[src/rtl/login_heartbeat_keepalive_fsm_defines.svh]
// Assertion macros for the login, heartbeat and keepalive controller.
`ifndef LOGIN_HEARTBEAT_KEEPALIVE_FSM_DEFINES_SVH
`define LOGIN_HEARTBEAT_KEEPALIVE_FSM_DEFINES_SVH

// Same-cycle implication, checked on i_clk outside reset.
`define LHK_ASSERT_NOW(label, ante, cons, msg) \
    label: assert property (@(posedge i_clk) disable iff (!i_rst_n) (ante) |-> (cons)) \
        else $error(msg);

// Next-cycle implication, checked on i_clk outside reset.
`define LHK_ASSERT_NEXT(label, ante, cons, msg) \
    label: assert property (@(posedge i_clk) disable iff (!i_rst_n) (ante) |=> (cons)) \
        else $error(msg);

`endif

[src/rtl/lhk_pkg.sv]
// Types and codes shared by the login, heartbeat and keepalive controller.
package lhk_pkg;

    typedef enum logic [7:0] {
        ST_IDLE       = 8'b0000_0001,
        ST_AUTH_SEND  = 8'b0000_0010,
        ST_AUTH_WAIT  = 8'b0000_0100,
        ST_HB_SEND    = 8'b0000_1000,
        ST_HB_WAIT    = 8'b0001_0000,
        ST_READY_SEND = 8'b0010_0000,
        ST_READY_WAIT = 8'b0100_0000,
        ST_CONFIRM    = 8'b1000_0000
    } t_state;

    // External state codes
    localparam logic [2:0] CODE_IDLE       = 3'd0;
    localparam logic [2:0] CODE_AUTH_SEND  = 3'd1;
    localparam logic [2:0] CODE_AUTH_WAIT  = 3'd2;
    localparam logic [2:0] CODE_HB_SEND    = 3'd3;
    localparam logic [2:0] CODE_HB_WAIT    = 3'd4;
    localparam logic [2:0] CODE_READY_SEND = 3'd5;
    localparam logic [2:0] CODE_READY_WAIT = 3'd6;
    localparam logic [2:0] CODE_CONFIRM    = 3'd7;

    // Item kinds
    localparam logic [2:0] KIND_TICK      = 3'd0;
    localparam logic [2:0] KIND_AUTH_ACK  = 3'd1;
    localparam logic [2:0] KIND_HB_ACK    = 3'd2;
    localparam logic [2:0] KIND_READY_ACK = 3'd3;
    localparam logic [2:0] KIND_TRAVERSAL = 3'd4;
    localparam logic [2:0] KIND_READY_REQ = 3'd5;

    // Request codes
    localparam logic [2:0] MSG_NONE    = 3'd0;
    localparam logic [2:0] MSG_LOGIN   = 3'd1;
    localparam logic [2:0] MSG_HB      = 3'd2;
    localparam logic [2:0] MSG_READY   = 3'd3;
    localparam logic [2:0] MSG_CONFIRM = 3'd4;

    // Register indexes
    localparam logic [2:0] REG_AUTH_TIMEOUT  = 3'd0;
    localparam logic [2:0] REG_AUTH_RETRY    = 3'd1;
    localparam logic [2:0] REG_HB_TIMEOUT    = 3'd2;
    localparam logic [2:0] REG_HB_RETRY      = 3'd3;
    localparam logic [2:0] REG_READY_TIMEOUT = 3'd4;
    localparam logic [2:0] REG_READY_RETRY   = 3'd5;
    localparam logic [2:0] REG_RELOGIN       = 3'd6;
    localparam logic [2:0] REG_TRAVERSAL     = 3'd7;

    localparam int CFG_W = 24;

    function automatic logic [2:0] state_code(input t_state st);
        logic [2:0] code;
        case (st)
            ST_IDLE:       code = CODE_IDLE;
            ST_AUTH_SEND:  code = CODE_AUTH_SEND;
            ST_AUTH_WAIT:  code = CODE_AUTH_WAIT;
            ST_HB_SEND:    code = CODE_HB_SEND;
            ST_HB_WAIT:    code = CODE_HB_WAIT;
            ST_READY_SEND: code = CODE_READY_SEND;
            ST_READY_WAIT: code = CODE_READY_WAIT;
            ST_CONFIRM:    code = CODE_CONFIRM;
            default:       code = CODE_IDLE;
        endcase
        return code;
    endfunction

endpackage

[src/rtl/login_heartbeat_keepalive_fsm.sv]
// Top level of the login, heartbeat and relay-ready client controller.
//
// Takes one beat per cycle unless o_in_stall is high: ticks and parsed server responses
// enter an input register, the protocol state, timers and retry counters are updated in
// one pass, and the request code, new state and failure/address flags land in the result
// register on the next edge. Throughput is one item per cycle when the output does not
// stall, set by the single state update pass. While a result is held by o_out_valid
// and i_out_stall, the input register still takes one more beat before o_in_stall rises.
// Configuration writes go through i_cfg_we/i_cfg_idx/i_cfg_data and take effect at once.
`include "login_heartbeat_keepalive_fsm_defines.svh"

module login_heartbeat_keepalive_fsm
    import lhk_pkg::*;
#(
    parameter int AGE_BITS = 24
) (
    input  logic             i_clk,
    input  logic             i_rst_n,
    input  logic             i_cfg_we,
    input  logic [2:0]       i_cfg_idx,
    input  logic [CFG_W-1:0] i_cfg_data,
    input  logic             i_in_valid,
    output logic             o_in_stall,
    input  logic [2:0]       i_kind,
    input  logic             i_plat_valid,
    input  logic [31:0]      i_ext_ip,
    input  logic [15:0]      i_ext_port,
    input  logic             i_online,
    output logic             o_out_valid,
    input  logic             i_out_stall,
    output logic [2:0]       o_send_msg,
    output logic [2:0]       o_fsm_state,
    output logic             o_login_failed,
    output logic             o_addr_changed
);

    localparam int CMP_W = (AGE_BITS > CFG_W) ? AGE_BITS : CFG_W;

    // configuration
    logic [15:0] r_auth_timeout, r_hb_timeout, r_ready_timeout;
    logic [7:0]  r_auth_limit, r_hb_limit, r_ready_limit;
    logic [23:0] r_relogin_period;
    logic        r_traversal_en;

    // input register
    logic        r_in_valid;
    logic [2:0]  r_kind;
    logic        r_plat;
    logic [31:0] r_ip;
    logic [15:0] r_port;
    logic        r_online;

    // protocol state
    t_state      r_state, n_state;
    logic        r_auth_ack, n_auth_ack, r_hb_ack, n_hb_ack, r_ready_ack, n_ready_ack;
    logic [15:0] r_wait, n_wait;
    logic [AGE_BITS-1:0] r_age, n_age;
    logic [7:0]  r_auth_retries, n_auth_retries;
    logic [7:0]  r_hb_retries, n_hb_retries;
    logic [7:0]  r_ready_retries, n_ready_retries;
    logic [31:0] r_known_ip, n_known_ip;
    logic [15:0] r_known_port, n_known_port;
    logic        r_addr_known, n_addr_known;

    // result register
    logic        r_out_valid;
    logic [2:0]  r_send_msg, n_send_msg;
    logic [2:0]  r_fsm_state;
    logic        r_failed, n_failed;
    logic        r_changed, n_changed;

    logic        advance;
    logic        in_wait;
    logic [15:0] wait_inc;

    assign advance    = r_in_valid && (!r_out_valid || !i_out_stall);
    // hold off the sender while in reset
    assign o_in_stall = !i_rst_n || (r_in_valid && r_out_valid && i_out_stall);

    always_ff @(posedge i_clk) begin
        if (!i_rst_n) begin
            r_auth_timeout   <= 16'd5;
            r_auth_limit     <= 8'd3;
            r_hb_timeout     <= 16'd10;
            r_hb_limit       <= 8'd3;
            r_ready_timeout  <= 16'd5;
            r_ready_limit    <= 8'd3;
            r_relogin_period <= 24'd3600;
            r_traversal_en   <= 1'b1;
        end else if (i_cfg_we) begin
            case (i_cfg_idx)
                REG_AUTH_TIMEOUT:  r_auth_timeout   <= i_cfg_data[15:0];
                REG_AUTH_RETRY:    r_auth_limit     <= i_cfg_data[7:0];
                REG_HB_TIMEOUT:    r_hb_timeout     <= i_cfg_data[15:0];
                REG_HB_RETRY:      r_hb_limit       <= i_cfg_data[7:0];
                REG_READY_TIMEOUT: r_ready_timeout  <= i_cfg_data[15:0];
                REG_READY_RETRY:   r_ready_limit    <= i_cfg_data[7:0];
                REG_RELOGIN:       r_relogin_period <= i_cfg_data[23:0];
                REG_TRAVERSAL:     r_traversal_en   <= i_cfg_data[0];
                default: ;
            endcase
        end
    end

    always_ff @(posedge i_clk) begin
        if (!i_rst_n) begin
            r_in_valid <= 1'b0;
        end else if (!o_in_stall) begin
            r_in_valid <= i_in_valid;
        end
    end

    always_ff @(posedge i_clk) begin
        if (i_in_valid && !o_in_stall) begin
            r_kind   <= i_kind;
            r_plat   <= i_plat_valid;
            r_ip     <= i_ext_ip;
            r_port   <= i_ext_port;
            r_online <= i_online;
        end
    end

    assign in_wait  = (r_state == ST_AUTH_WAIT) || (r_state == ST_HB_WAIT) ||
                      (r_state == ST_READY_WAIT);
    assign wait_inc = (in_wait && r_wait != 16'hFFFF) ? r_wait + 16'd1 : r_wait;

    always_comb begin
        n_state         = r_state;
        n_auth_ack      = r_auth_ack;
        n_hb_ack        = r_hb_ack;
        n_ready_ack     = r_ready_ack;
        n_wait          = r_wait;
        n_age           = r_age;
        n_auth_retries  = r_auth_retries;
        n_hb_retries    = r_hb_retries;
        n_ready_retries = r_ready_retries;
        n_known_ip      = r_known_ip;
        n_known_port    = r_known_port;
        n_addr_known    = r_addr_known;
        n_send_msg      = MSG_NONE;
        n_failed        = 1'b0;
        n_changed       = 1'b0;

        case (r_kind)
            KIND_TICK: begin
                if (r_plat) begin
                    n_age  = (r_age != {AGE_BITS{1'b1}}) ? r_age + 1'b1 : r_age;
                    n_wait = wait_inc;
                    case (r_state)
                        ST_IDLE: begin
                            n_state        = ST_AUTH_SEND;
                            n_auth_retries = '0;
                        end
                        ST_AUTH_SEND: begin
                            n_auth_ack = 1'b0;
                            n_send_msg = MSG_LOGIN;
                            n_wait     = '0;
                            n_state    = ST_AUTH_WAIT;
                        end
                        ST_AUTH_WAIT: begin
                            if (r_auth_ack || wait_inc >= r_auth_timeout) begin
                                if (r_auth_ack) begin
                                    n_age        = '0;
                                    n_hb_retries = '0;
                                    n_state      = ST_HB_SEND;
                                end else begin
                                    n_auth_retries = r_auth_retries + 8'd1;
                                    n_state        = ST_AUTH_SEND;
                                end
                                if (n_auth_retries >= r_auth_limit) begin
                                    n_auth_retries = '0;
                                    n_state        = ST_IDLE;
                                    n_failed       = 1'b1;
                                end
                            end
                        end
                        ST_HB_SEND: begin
                            n_hb_ack   = 1'b0;
                            n_send_msg = MSG_HB;
                            n_wait     = '0;
                            n_state    = ST_HB_WAIT;
                        end
                        ST_HB_WAIT: begin
                            if (r_hb_ack || wait_inc >= r_hb_timeout) begin
                                if (!r_hb_ack) begin
                                    n_hb_retries = r_hb_retries + 8'd1;
                                    n_state      = ST_HB_SEND;
                                end else if (wait_inc >= r_hb_timeout) begin
                                    n_state = ST_HB_SEND;
                                end
                                if (n_hb_retries >= r_hb_limit) begin
                                    n_hb_retries = '0;
                                    n_state      = ST_IDLE;
                                end
                            end
                            // force a fresh login once the login is too old
                            if (CMP_W'(n_age) > CMP_W'(r_relogin_period)) begin
                                n_state = ST_IDLE;
                            end
                        end
                        ST_READY_SEND: begin
                            n_ready_ack = 1'b0;
                            n_send_msg  = MSG_READY;
                            n_wait      = '0;
                            n_state     = ST_READY_WAIT;
                        end
                        ST_READY_WAIT: begin
                            if (r_ready_ack || wait_inc >= r_ready_timeout) begin
                                if (r_ready_ack) begin
                                    n_state = ST_HB_SEND;
                                end else begin
                                    n_ready_retries = r_ready_retries + 8'd1;
                                    n_state         = ST_READY_SEND;
                                end
                                if (n_ready_retries >= r_ready_limit) begin
                                    n_ready_retries = '0;
                                    n_state         = ST_HB_SEND;
                                end
                            end
                        end
                        ST_CONFIRM: begin
                            n_send_msg = MSG_CONFIRM;
                            n_state    = ST_HB_SEND;
                        end
                        default: begin
                            n_state = ST_IDLE;
                        end
                    endcase
                end
            end
            KIND_AUTH_ACK: begin
                n_auth_ack = 1'b1;
            end
            KIND_HB_ACK: begin
                n_hb_ack = 1'b1;
                if (r_state == ST_HB_WAIT) begin
                    if (!r_addr_known) begin
                        n_known_ip   = r_ip;
                        n_known_port = r_port;
                        n_addr_known = 1'b1;
                        if (!r_online) begin
                            n_state = ST_IDLE;
                        end
                    end else if (r_known_ip != r_ip || r_known_port != r_port) begin
                        // address moved: relogin regardless of online status
                        n_known_ip   = r_ip;
                        n_known_port = r_port;
                        n_state      = ST_AUTH_SEND;
                        n_changed    = 1'b1;
                    end else if (!r_online) begin
                        n_state = ST_IDLE;
                    end
                end
            end
            KIND_READY_ACK: begin
                n_ready_ack = 1'b1;
            end
            KIND_TRAVERSAL: begin
                if (r_traversal_en) begin
                    n_state = ST_CONFIRM;
                end
            end
            KIND_READY_REQ: begin
                n_state = ST_READY_SEND;
            end
            default: ;
        endcase
    end

    always_ff @(posedge i_clk) begin
        if (!i_rst_n) begin
            r_state         <= ST_AUTH_SEND;
            r_auth_ack      <= 1'b0;
            r_hb_ack        <= 1'b0;
            r_ready_ack     <= 1'b0;
            r_wait          <= '0;
            r_age           <= '0;
            r_auth_retries  <= '0;
            r_hb_retries    <= '0;
            r_ready_retries <= '0;
            r_known_ip      <= '0;
            r_known_port    <= '0;
            r_addr_known    <= 1'b0;
        end else if (advance) begin
            r_state         <= n_state;
            r_auth_ack      <= n_auth_ack;
            r_hb_ack        <= n_hb_ack;
            r_ready_ack     <= n_ready_ack;
            r_wait          <= n_wait;
            r_age           <= n_age;
            r_auth_retries  <= n_auth_retries;
            r_hb_retries    <= n_hb_retries;
            r_ready_retries <= n_ready_retries;
            r_known_ip      <= n_known_ip;
            r_known_port    <= n_known_port;
            r_addr_known    <= n_addr_known;
        end
    end

    always_ff @(posedge i_clk) begin
        if (!i_rst_n) begin
            r_out_valid <= 1'b0;
        end else if (advance) begin
            r_out_valid <= 1'b1;
        end else if (!i_out_stall) begin
            r_out_valid <= 1'b0;
        end
    end

    always_ff @(posedge i_clk) begin
        if (advance) begin
            r_send_msg  <= n_send_msg;
            r_fsm_state <= state_code(n_state);
            r_failed    <= n_failed;
            r_changed   <= n_changed;
        end
    end

    assign o_out_valid    = r_out_valid;
    assign o_send_msg     = r_send_msg;
    assign o_fsm_state    = r_fsm_state;
    assign o_login_failed = r_failed;
    assign o_addr_changed = r_changed;

    `LHK_ASSERT_NOW(a_fail_goes_idle, r_out_valid && r_failed, r_fsm_state == CODE_IDLE, "login failure without idle state")
    `LHK_ASSERT_NOW(a_login_to_wait, r_out_valid && r_send_msg == MSG_LOGIN, r_fsm_state == CODE_AUTH_WAIT, "login sent but not waiting for ack")
    `LHK_ASSERT_NOW(a_change_relogin, r_out_valid && r_changed, r_fsm_state == CODE_AUTH_SEND && r_send_msg == MSG_NONE, "address change without relogin")
    `LHK_ASSERT_NEXT(a_advance_result, advance, r_out_valid, "processed beat produced no result")

endmodule

[config.mk]
export PLATFORM = sky130hd
export DESIGN_NAME = login_heartbeat_keepalive_fsm
export DESIGN_NICKNAME = d
export VERILOG_FILES = /design/src/rtl/lhk_pkg.sv /design/src/rtl/login_heartbeat_keepalive_fsm.sv
export VERILOG_INCLUDE_DIRS = /design/src /design/src/rtl
export SDC_FILE = /design/constraint.sdc
export NUM_CORES = 1
export LEC_CHECK = 0
export BUFFER_PORTS_ARGS = -buffer_cell sky130_fd_sc_hd__clkbuf_2
export CORE_MARGIN = 10
export CORE_UTILIZATION = 50
export DETAILED_ROUTE_END_ITERATION = 10
export GPL_ROUTABILITY_DRIVEN = 0
export HOLD_SLACK_MARGIN = 0.03
export PLACE_DENSITY = 0.68
export REMOVE_ABC_BUFFERS = 1
export SLEW_MARGIN = 40
export SYNTH_ARGS = -nofsm -noshare
export SYNTH_HDL_FRONTEND = slang
export SYNTH_SLANG_ARGS = --single-unit
[constraint.sdc]
create_clock -name i_clk -period 15.75 [get_ports i_clk]
set_input_delay 2.3625 -clock i_clk [delete_from_list [all_inputs] [get_ports i_clk]]
set_output_delay 2.3625 -clock i_clk [all_outputs]
set_load 0.01 [all_outputs]
* Yosys cells after proc, flatten, opt, wreduce, memory -nomap -nowiden
Cells that the tools add are included.
Widths: inputs -> output; s select.
** Operators by class
- $lt $le $gt $ge :: 7
- Equality and inequality tests :: 40
- Add/subtract/negate cells :: 5
- Multiplexer cells :: 68
- Reductions and logical operators :: 45
** Operators by type and width (count)
- $mux 8 :: 37
- $mux 24 :: 4
- $mux 16 :: 4
- $mux 32 :: 2
- $pmux 8 s8 :: 1
- $ge 16x16->1 :: 3
- $ne 32x32->1 :: 1
- $pmux 8 s2 :: 2
- $pmux 8 s4 :: 1
- $add 24x1->24 const B :: 1
- $add 8x1->8 const B :: 3
- $ge 8x8->1 :: 3
- $gt 24x24->1 :: 1
- $ne 24x24->1 const B :: 1
- $pmux 3 s7 :: 1
- $reduce_and 4->1 :: 5
- $eq 3x3->1 const B :: 6
- $reduce_and 2->1 :: 9
- $add 16x1->16 const B :: 1
- $eq 8x2->1 const B :: 2
- $eq 8x3->1 const B :: 2
- $eq 8x4->1 const B :: 2
- $eq 8x5->1 const B :: 2
- $eq 8x6->1 const B :: 2
- other kinds (23) :: 69
** Storage, ports and cells
- Word-level logic and storage cells :: 196
- Bits in registers :: 284

* Logic depth before layout (Yosys ltp)
- Word-level depth :: 20
- Depth in mapped cells :: 21
- Mapped depth without buffers :: 20

* Worst setup path before layout
OpenSTA, ideal clock, no wires.
- Path kind :: in2reg
- From :: in i_rst_n
- To :: reg r_ip[0], enable pin
- Stages on the path :: 5
- Buffers on the path :: 3
- Data arrival time :: 5.476 ns
- Setup slack :: 9.810 ns
- Cell sequence :: clkbuf_1 -> clkbuf_1 -> clkbuf_1 -> nand2_1 -> nor2_1
** On the way
- Cells in the longest elaborated chain, start to end :: 4
** Ends and longest elaborated chain
- from (decl) :: line login_heartbeat_keepalive_fsm.sv:18 : input logic i_rst_n,
- $logic_not 1->1
- $logic_or 1x1->1 :: line login_heartbeat_keepalive_fsm.sv:78 : assign o_in_stall = !i_rst_n || (r_in_valid && r_out_valid && i_out_stall);
- net o_in_stall :: line login_heartbeat_keepalive_fsm.sv:23 : output logic o_in_stall,
- $logic_not 1->1 :: line login_heartbeat_keepalive_fsm.sv:114 : if (i_in_valid && !o_in_stall) begin
- $logic_and 1x1->1 :: line login_heartbeat_keepalive_fsm.sv:114
- to (signal assigned) :: line login_heartbeat_keepalive_fsm.sv:117 : r_ip <= i_ext_ip;
- to (decl) :: line login_heartbeat_keepalive_fsm.sv:49 : logic [31:0] r_ip;
The timed path passes the listed nets, and every way through them passes these cells.
A chain may end at the register's enable or synchronous reset.

* Final worst setup path
- From :: reg r_age[0]
- To :: reg r_fsm_state[2], in the netlist o_fsm_state[2] (data pin)
** On the way
- Cells in the longest elaborated chain, start to end :: 9
- Elaborated cells on any way between the ends :: 16
- Classes of those cells :: add/sub: 1; order compare: 1; eq/ne: 8; mux: 6
** Ends and longest elaborated chain
- from (decl) :: line login_heartbeat_keepalive_fsm.sv:57 : logic [AGE_BITS-1:0] r_age, n_age;
- from (signal assigned) :: line login_heartbeat_keepalive_fsm.sv:290 : r_age <= n_age;
- $add 24x1->24 / $ne 24x24->1 (equally long branches) :: line login_heartbeat_keepalive_fsm.sv:147 : n_age = (r_age != {AGE_BITS{1'b1}}) ? r_age + 1'b1 : r_age;
- $mux 24 * :: line login_heartbeat_keepalive_fsm.sv:147
- $gt 24x24->1 * :: line login_heartbeat_keepalive_fsm.sv:197 : if (CMP_W'(n_age) > CMP_W'(r_relogin_period)) begin
- $mux 8 * :: line login_heartbeat_keepalive_fsm.sv:197
- $pmux 8 s8 * :: line login_heartbeat_keepalive_fsm.sv:149 : case (r_state)
- $mux 8 * :: line login_heartbeat_keepalive_fsm.sv:146 : if (r_plat) begin
- $pmux 8 s4 * :: line login_heartbeat_keepalive_fsm.sv:144 : case (r_kind)
- $eq 8x8->1 (tied with other cells) :: line lhk_pkg.sv:54 : case (st)
- $pmux 3 s7 * :: line lhk_pkg.sv:54
- to (signal assigned) :: line login_heartbeat_keepalive_fsm.sv:313 : r_fsm_state <= state_code(n_state);
- to (decl) :: line login_heartbeat_keepalive_fsm.sv:68 : logic [2:0] r_fsm_state;
Mark *: on every way between the ends. The rest lies on a longest branch, timed or not.

==> run summary <==
status: finished clean
GRT busiest layer: met2
combinational share of power: 6.1%
Req. time, crit path: 16150 ps
Max FO, Critical Path: 7
Rows: 64
Clock Power Share: 48.0%
drt drc: 0
GR Layer Usage met3: 3.31%
initial antenna violation count: 0
Post-synth EDFFs: 61
H-tree depth: 1
antenna-violating nets left: 0
Area Overhead vs Synth: 12.7%
GR Util met2: 29.3%
DP Cell Count: 2146
Syn. warnings: 0
internal reg-to-reg setup slack: 9870 ps
Total Routed Length: 36.3 mm
commonest non-fill, non-tap cell in the layout: nand2_1
ys flop type: dfxtp_1
Finish-stage setup viols: 0
final non-filler cell total: 2202
Total Routing Usage GR: 18.5%
HPWL after detailed placement: 26.0 mm
met1 usage: 24.9%
Worst-Skew Late Latency: 570 ps
layout net count: 1968
final core occ: 56.7%
clk_skew: 16.6 ps
Initial Utilization: 50.3%
drt pass-1 iters: 6
Total Die Area: 38000 sq um
maxcap violations: 0
Final Cycle Share: 37.3%
Die Ht: 195 microns
vias: 12100
Clk pin slew, worst setup/hold paths: 70 ps
cts repair resizes: 0
most frequent cells in the layout: 260 x nand2_1, 223 x dfxtp_1, 112 x nor2b_1
worst setup path class: flop to flop
CTS Hold Bufs: 0
Internal Power: 0.00131 W
register share of total power: 45.9%
CTS tree: built
Hold Violations, Final: 0
RSZ-0062 raised after global routing: no
Port Buffers: 94
Startpoint Class: flop
flops & latches, synth: 284
synth unique cells: 76
share of cells above drive strength 1: 10.4%
io pins: 95
clk root buf: clkbuf_16
Final Cell Area: 17300 sq um
diode count: 0
crit path DAT: 6280 ps
CP endpoint kind: flop
min-delay worst type: flop to flop
gr ovfl total: 0
Clock Tree Buf Depth: 3
Synth Cell Area: 15300 sq um
vias per cell: 5.51
Syn Area/Cell: 8.92 sq um
Slew @ Worst Pin: 893 ps
Num CTS Buffers: 30
Sink Count: 284
P_leak: 6.45 nW
placed cell area: 16100 sq um
relative slew slack: 39.6%
final slew viol count: 0
Switching Share: 21.8%
VDD IR max: 0.0857 mV
chip width: 195 microns
first-pass GRT wire length: 60.1 mm
initial DRC count: 647
routed len/inst: 16.5 microns
pin count of the biggest net entering global routing: 85
CORE AREA: 30400 sq um
post-route minimum period: 5880 ps
Switch Pwr: 0.000367 W
# Post-CTS Setup Buffers: 0
Fin Setup TNS: 0 ps
Mapped Cells: 1717
highest clock rate: 170 MHz
Seq/Total Area, Yosys: 41.1%
pwr dens: 97.5 nW/um^2
vias in the first global route: 11800
asr flop ratio synth: 0%
Yosys cell counts, drive strengths merged (3+ instances only):
cell     number  share of area (%)
nand2       260                6.4
dfxtp       223                 29
nor2b       112                4.6
inv         110                2.7
ha          101                8.3
a21boi       93                4.6
nor2         85                2.1
xnor2        80                4.6
edfxtp       61                 12
clkbuf       60                1.5
a21oi        57                1.9
o21ai        50                1.7
mux2i        49                3.2
nand3        44                1.4
nand4        38                1.6
xor2         31                1.8
nor3         28               0.98
a22oi        26                1.3
nor3b        19               0.93
a21o         15               0.74
and3         15               0.61
nand2b       14               0.57
o211ai       14               0.69
buf          13               0.44
nor4         11               0.55
a31oi         9               0.45
o21a          9               0.44
and2          8               0.33
a211oi        7               0.46
nand3b        7               0.34
and4          6               0.34
or3           6               0.25
a2111oi       5               0.29
mux2          4               0.29
o221ai        4               0.27
o22ai         4               0.16
or2           4               0.16
a221oi        3               0.25
o31ai         3               0.15
or4           3               0.17
or4b          3               0.20
area by class of cell:
cell class / count / area (sq um)
Sequential cell: 284 / 6300
Clock buffer: 39 / 826
Timing Repair Buffer: 106 / 563
Multi-Input combinational cell: 1250 / 8350
Tap cell: 396 / 495
Inverter: 110 / 413
Fill cell: 2717 / 13200
Clock inverter: 17 / 308
power by group through the flow:
stage | clock network (W) | logic (W) | registers (W)
6_report | 0.000808 | 0.000103 | 0.000772
5_1_grt | 0.000854 | 0.000114 | 0.000773
4_1_cts | 0.000824 | 0.000103 | 0.000771
3_5_place_dp | 0 | 0.000102 | 0.000787
3_3_place_gp | 0 | 0.000100 | 0.000787
2_1_floorplan | 0 | 0.0000576 | 0.000785
routing by layer:
| metal | up-vias | part of all wire (%) |
|---|---|---|
| met1 | 5695 | 47 |
| met3 | 69 | 5.5 |
| met2 | 294 | 44 |
| met5 | - | 0 |
| met4 | 0 | 2.8 |
| li1 | 6074 | - |
per-stage QoR:
stage	worst slack, ps	total power [W]	hold WS, ps
finish	9870	0.00168	464
global route	9300	0.00174	486
CTS	9850	0.00170	467
detailed placement	9890	0.000889	458
global placement	9810	0.000887	452
floorplan	7290	0.000842	443
kinds of logic (layout without fill, tap and decap cells):
kind of cell             Yosys count  count (layout)  share of synthesized area, %
adder cells (fa/ha/maj)          101             101                          8.25
buffers and inverters            183             272                          4.61
XOR/XNOR                         111             111                          6.35
AO/OA/AOI/OAI                    316             316                          14.3
multiplexers                      53              53                          3.50
AND/OR/NAND/NOR                  669             669                          21.8
flip-flops                       284             284                          41.1
critical path, stage by stage, from the launching register on:
cell and delay [ps]:
dfxtp_1 350, ha_1 220, nand2_1 80, or3_1 160, or3_1 250, nand4_1 300
or3_1 450, nor4_1 510, nand3_1 230, xnor2_1 180, ha_1 290, nand4_1 170
nor4_1 490, nand2_1 140, a22o_1 300, nor3_2 260, a211oi_4 140, a21oi_2 320
nor2_1 110, or4b_1 550, a211oi_2 200
path summary, 6_finish.rpt:
path	from	endpoint	cells past startpoint
worst max-delay path	r_age[0]	o_fsm_state[2]	20
worst min-delay path	r_relogin_period[23]	r_relogin_period[23]	2
worst max register to register	r_age[0]	o_fsm_state[2]	20
worst min register to register	r_relogin_period[23]	r_relogin_period[23]	2
flip-flops by register name, summed over array words and instances, names as in the netlist, 16 cells and up:
name and count:
r_wait 16, r_ip 32, r_hb_timeout 16, r_auth_timeout 16, r_relogin_period 24, r_known_port 16, r_known_ip 32, r_port 16
r_ready_timeout 16, r_age 24
(Power assumes the default switching activity.)
